`config.mk`:
```
export PLATFORM = sky130hd
export DESIGN_NAME = lph_ctrl
export DESIGN_NICKNAME = d
export VERILOG_FILES = /design/src/design/lph_pkg.sv /design/src/design/lph_ctrl.sv
export SDC_FILE = /design/constraint.sdc
export NUM_CORES = 1
export LEC_CHECK = 0
export CAP_MARGIN = 20
export CORE_AREA = 2 2 39 41
export CTS_CLUSTER_SIZE = 30
export DETAILED_ROUTE_END_ITERATION = 12
export DIE_AREA = 0 0 41 43
export DONT_BUFFER_PORTS = 1
export HOLD_SLACK_MARGIN = 0.1
export SYNTH_ARGS = -nofsm -noshare
export SYNTH_HDL_FRONTEND = slang
export SYNTH_SLANG_ARGS = --single-unit
```
`constraint.sdc`:
```
create_clock -name clk -period 1.6 [get_ports clk]
set_input_delay 0.32 -clock clk [delete_from_list [all_inputs] [get_ports clk]]
set_output_delay 0.32 -clock clk [all_outputs]
set_load 0.01 [all_outputs]
```
`src/design/lph_pkg.sv`:
```
// Shared constants, codes and controller/datapath types for the hash table.
package lph_pkg;

    localparam int KEY_W           = 64;
    localparam int VALUE_W         = 32;
    localparam int MODE_W          = 2;
    localparam int STATUS_W        = 2;
    localparam int COUNT_OUT_W     = 7;
    localparam int TABLE_SLOTS_DEF = 64;
    localparam int VALUE_BITS_DEF  = 32;

    localparam logic [MODE_W-1:0] MODE_PUT    = 2'd0;
    localparam logic [MODE_W-1:0] MODE_GET    = 2'd1;
    localparam logic [MODE_W-1:0] MODE_REMOVE = 2'd2;

    localparam logic [STATUS_W-1:0] STAT_OK       = 2'd0;
    localparam logic [STATUS_W-1:0] STAT_FULL     = 2'd1;
    localparam logic [STATUS_W-1:0] STAT_MISSING  = 2'd2;
    localparam logic [STATUS_W-1:0] STAT_ZERO_KEY = 2'd3;

    typedef enum logic [2:0] {
        FSM_CLEAR,
        FSM_IDLE,
        FSM_HASH,
        FSM_SCAN,
        FSM_FINISH
    } fsm_state_t;

    typedef struct packed {
        logic clear_run;
        logic accept;
        logic hash_run;
        logic scan_start;
        logic scan_run;
        logic load_out;
    } lph_cmd_t;

    typedef struct packed {
        logic clear_done;
        logic hash_done;
        logic skip;
        logic scan_done;
        logic out_free;
    } lph_stat_t;

endpackage

```
`src/design/lph_ctrl.sv`:
```
// Operation sequencer: clear pass, hash, slot scan and result hand-off.
module lph_ctrl (
    input  logic              clk,
    input  logic              rst_n,
    input  logic              req_valid,
    output logic              req_ready,
    input  lph_pkg::lph_stat_t stat,
    output lph_pkg::lph_cmd_t  cmd
);
    import lph_pkg::*;

    fsm_state_t state_reg;
    fsm_state_t state_next;

    always_ff @(posedge clk or negedge rst_n)
    begin
        if (!rst_n)
        begin
            state_reg <= FSM_CLEAR;
        end
        else
        begin
            state_reg <= state_next;
        end
    end

    always_comb
    begin
        state_next = state_reg;
        case (state_reg)
            FSM_CLEAR:
            begin
                if (stat.clear_done)
                    state_next = FSM_IDLE;
            end
            FSM_IDLE:
            begin
                if (req_valid)
                    state_next = FSM_HASH;
            end
            FSM_HASH:
            begin
                if (stat.hash_done)
                    state_next = stat.skip ? FSM_FINISH : FSM_SCAN;
            end
            FSM_SCAN:
            begin
                if (stat.scan_done)
                    state_next = FSM_FINISH;
            end
            FSM_FINISH:
            begin
                if (stat.out_free)
                    state_next = FSM_IDLE;
            end
            default:
            begin
                state_next = FSM_CLEAR;
            end
        endcase
    end

    always_comb
    begin
        cmd       = '0;
        req_ready = 1'b0;
        case (state_reg)
            FSM_CLEAR:
            begin
                cmd.clear_run = 1'b1;
            end
            FSM_IDLE:
            begin
                req_ready  = 1'b1;
                cmd.accept = req_valid;
            end
            FSM_HASH:
            begin
                cmd.hash_run   = 1'b1;
                cmd.scan_start = stat.hash_done && !stat.skip;
            end
            FSM_SCAN:
            begin
                cmd.scan_run = 1'b1;
            end
            FSM_FINISH:
            begin
                cmd.load_out = stat.out_free;
            end
            default:
            begin
                cmd = '0;
            end
        endcase
    end

endmodule

```
-- Word level (Yosys, flattened, before mapping)
Cells that the tools add are included.
- register bits after elaboration: 3
- input port bits: 8
- equality and inequality tests: 9
- muxes and demuxes: 13
- reductions and logical operators: 4
- operators by type and width (operator ; count):
    two-way mux 3 bit ; 6
    case mux 3 bit (5 select lines) ; 1
    inequality test 2 bit (second input constant) ; 5
    equality test 3 x 2 -> 1 bit (second input constant) ; 2
    two-way mux 1 bit ; 5
    AND reduction 5 bit ; 1
    equality test 3 x 1 -> 1 bit (second input constant) ; 1
    equality test 3 bit (second input constant) ; 1
    logical NOT 3 bit ; 1
    two-way mux 2 bit ; 1
    logical AND 1 bit ; 1
    logical NOT 1 bit ; 1

-- Depth between registers and ports, before layout
- depth in word-level cells: 3
- mapped depth: 4
- gate-level depth less buffers: 3

-- Least setup slack after synthesis
Ideal clock, no wire load.
- path type: reg-to-output
- start point: register state_reg[2]
- end point: output cmd[2] in the netlist's numbering
- data arrival time: 0.953 ns
- data required time: 1.280 ns
- setup slack: 0.327 ns
- stages on the path, launching flop included: 3
- path buffers: 0
- cells stage by stage: dfrtp_1 -> nand2b_2 -> nor3_1
- RTL lines (what ; line ; RTL):
    start: declaration ; lph_ctrl.sv:12 ; fsm_state_t state_reg;
    start signal: assignment ; lph_ctrl.sv:23 ; state_reg <= state_next;
    end: declaration ; lph_ctrl.sv:8 ; output lph_pkg::lph_cmd_t cmd

==> impl_metrics.json <==
{
  "leakagePower_nw": 0.105,
  "clock_sink_count": 3,
  "clock_latency_ns": 0.23,
  "cp-startpoint": "state_reg[2]",
  "dp.final_hpwl_um": 467,
  "fin_setup_tns_ns": 0,
  "gp_congestion": 0.738,
  "core_um2": 1380,
  "setup_viol": 0,
  "cts_max_level": 1,
  "area.growth.synth_to_final_pct": 26.6,
  "ys_seq_area_share_pct": 32.6,
  "syn_nets": 35,
  "die_height_um": 43,
  "min_path_type": "in -> reg",
  "layout_setup_ws_ns": 0.0918,
  "pin_count": 15,
  "ctsLongestPathBuffers": 2,
  "start_util_pct": 16.6,
  "numCtsBuffers": 3,
  "cts_setup_buffers": 0,
  "tightest_slew_ns": 0.405,
  "largest_reg_flops": 3,
  "synth_area_leaders": "dfrtp_1 (33%), nor3_1 (8.7%), nor4b_2 (6.5%), and4bb_2 (5.4%), nor2_1 (4.9%)",
  "grt_pass1_vias": 238,
  "arrival_ns": 1.19,
  "rr_startpoint": "state_reg[1]",
  "maxCapViolations": 0,
  "finClkSkew_ns": 0.00231,
  "io_buffers": 0,
  "outcome": "complete, no violations",
  "period_share_pct": 94.3,
  "hold_start": "stat[0]",
  "synth_cells": 27,
  "worst_setup_path_end_kind": "output pin",
  "overflow": 0,
  "ant_nets": 0,
  "pre_cts_ws_ns": 0.219,
  "yosysWarningCount": 0,
  "cellPowerDensity_nw_per_um2": 1970,
  "avgSynthCellArea_um2": 8.53,
  "rsz0062_at_grt": "false",
  "grt_max_degree": 11,
  "fmax_mhz": 663,
  "required_ns": 1.28,
  "grtUsageTotal_pct": 9.85,
  "wl_um": 671,
  "max_slew_margin_pct": 72.3,
  "layout_common_cells": "nor3_1 (3), nor2_1 (3), clkbuf_4 (3), dfrtp_2 (3), inv_2 (2)",
  "grt_pass1_wl_um": 1010,
  "clk_pin_slew_ns": 0.04,
  "synth_largest_area_cell": "dfrtp_1",
  "hold_viol": 0,
  "syn_area_um2": 230,
  "antenna_found_initial": 0,
  "worstSetupPathType": "reg -> out",
  "period_needed_ns": 1.51,
  "ys_seq_elements": 3,
  "first_pass_iters": 4,
  "dp.cells": 41,
  "cts_tree": "yes",
  "clock-root-buffer": "clkbuf_4",
  "layout-drive-gt1-share_pct": 40.0,
  "worstSetupStartpointType": "flip-flop",
  "die_w_um": 41,
  "routedWlPerCell_um": 14.6,
  "power.total_mw": 0.575,
  "rows": 14,
  "vias": 229,
  "layoutNonFillerInstCount": 46,
  "drc_errors": 0,
  "die_area_um2": 1760,
  "n_antenna_cell": 0,
  "drt-initial-drc-count": 3,
  "via_per_inst": 4.98,
  "path_max_fanout": 8,
  "yosysUniqueCellTypes": 19,
  "vdd_ir_drop_max_mv": 0.332,
  "maxSlewViolCount": 0,
  "nets": 39,
  "synth_top_area_share_pct": 32.6
}
==> cells by family after synthesis <==
kind of cell,after synthesis,synth area share (%)
AO/OA/AOI/OAI,6,19.0
buffers and inverters,4,8.70
flip-flops,3,32.6
AND/OR/NAND/NOR,14,39.7
==> critical path, stage by stage, from the launching register on <==
cell      delay [ns]
dfrtp_2         0.46
nand2b_2        0.24
nor3_2          0.25
==> worst paths after layout <==
path | depth (start not counted) | endpoint | slack [ns]
max in group asynchronous | 1 | state_reg[2] | 1.11
worst min-delay path | 2 | state_reg[2] | 0.29
worst min register to register | 1 | state_reg[1] | 0.67
worst max register to register | 2 | state_reg[2] | 0.41
min in group asynchronous | 1 | state_reg[0] | 0.33
worst max-delay path | 2 | cmd[2] | 0.09
==> routing by layer <==
metal / part of all wire, % / wire length [um] / up-vias / global-route usage, %
met4: 2.8 / 19 / 0 / 14.0
met2: 52 / 350 / 14 / 11.6
li1: - / - / 106 / -
met3: 11 / 73 / 2 / 5.76
met1: 34 / 226 / 107 / 9.35
met5: 0 / 0 / - / 0
==> where the power goes <==
group | switching (mW) | internal (mW) | leakage (nW)
combinational | 0.138 | 0.0955 | 0.0555
clock | 0.0401 | 0.0935 | 0.0150
sequential | 0.0922 | 0.116 | 0.0344
==> synthesized netlist by cell type <==
master / n
nor3_1: 4
nand2b_1: 1
a211o_1: 1
inv_2: 2
a31oi_1: 1
nand2b_2: 1
o21ai_0: 1
and4bb_2: 1
buf_2: 1
nor2_1: 3
buf_4: 1
nor4b_2: 1
a31o_1: 1
o22ai_1: 1
nand2_1: 1
and2_1: 1
dfrtp_1: 3
a2111oi_0: 1
or4_1: 1
==> repair_timing <==
item	in CTS	in global routing
gates cloned	0	0
setup endpoints to repair	2	3
hold buffers	1	0
hold endpoints to repair	3	0
gates resized for setup	0	5
==> per-stage QoR <==
stage / area, um^2 / hold slack [ns] / utilization, %
final: 292 / 0.292 / 21.1
after global routing: 292 / 0.284 / 21.1
after CTS: 274 / 0.277 / 19.8
after detailed placement: 238 / 0.0245 / 17.2
after global placement: 238 / 0.0245 / 17.2
after floorplan: 230 / 0.0244 / -
==> layout make-up <==
| type | instances | area, um^2 |
|---|---|---|
| clock buffers | 4 | 26.3 |
| fillers | 160 | 1090 |
| inverters | 2 | 7.51 |
| multi-input cells | 20 | 149 |
| flip-flops and latches | 3 | 78.8 |
| well taps | 16 | 20.0 |
| repair buffers | 1 | 10.0 |
(Power assumes the default switching activity.)
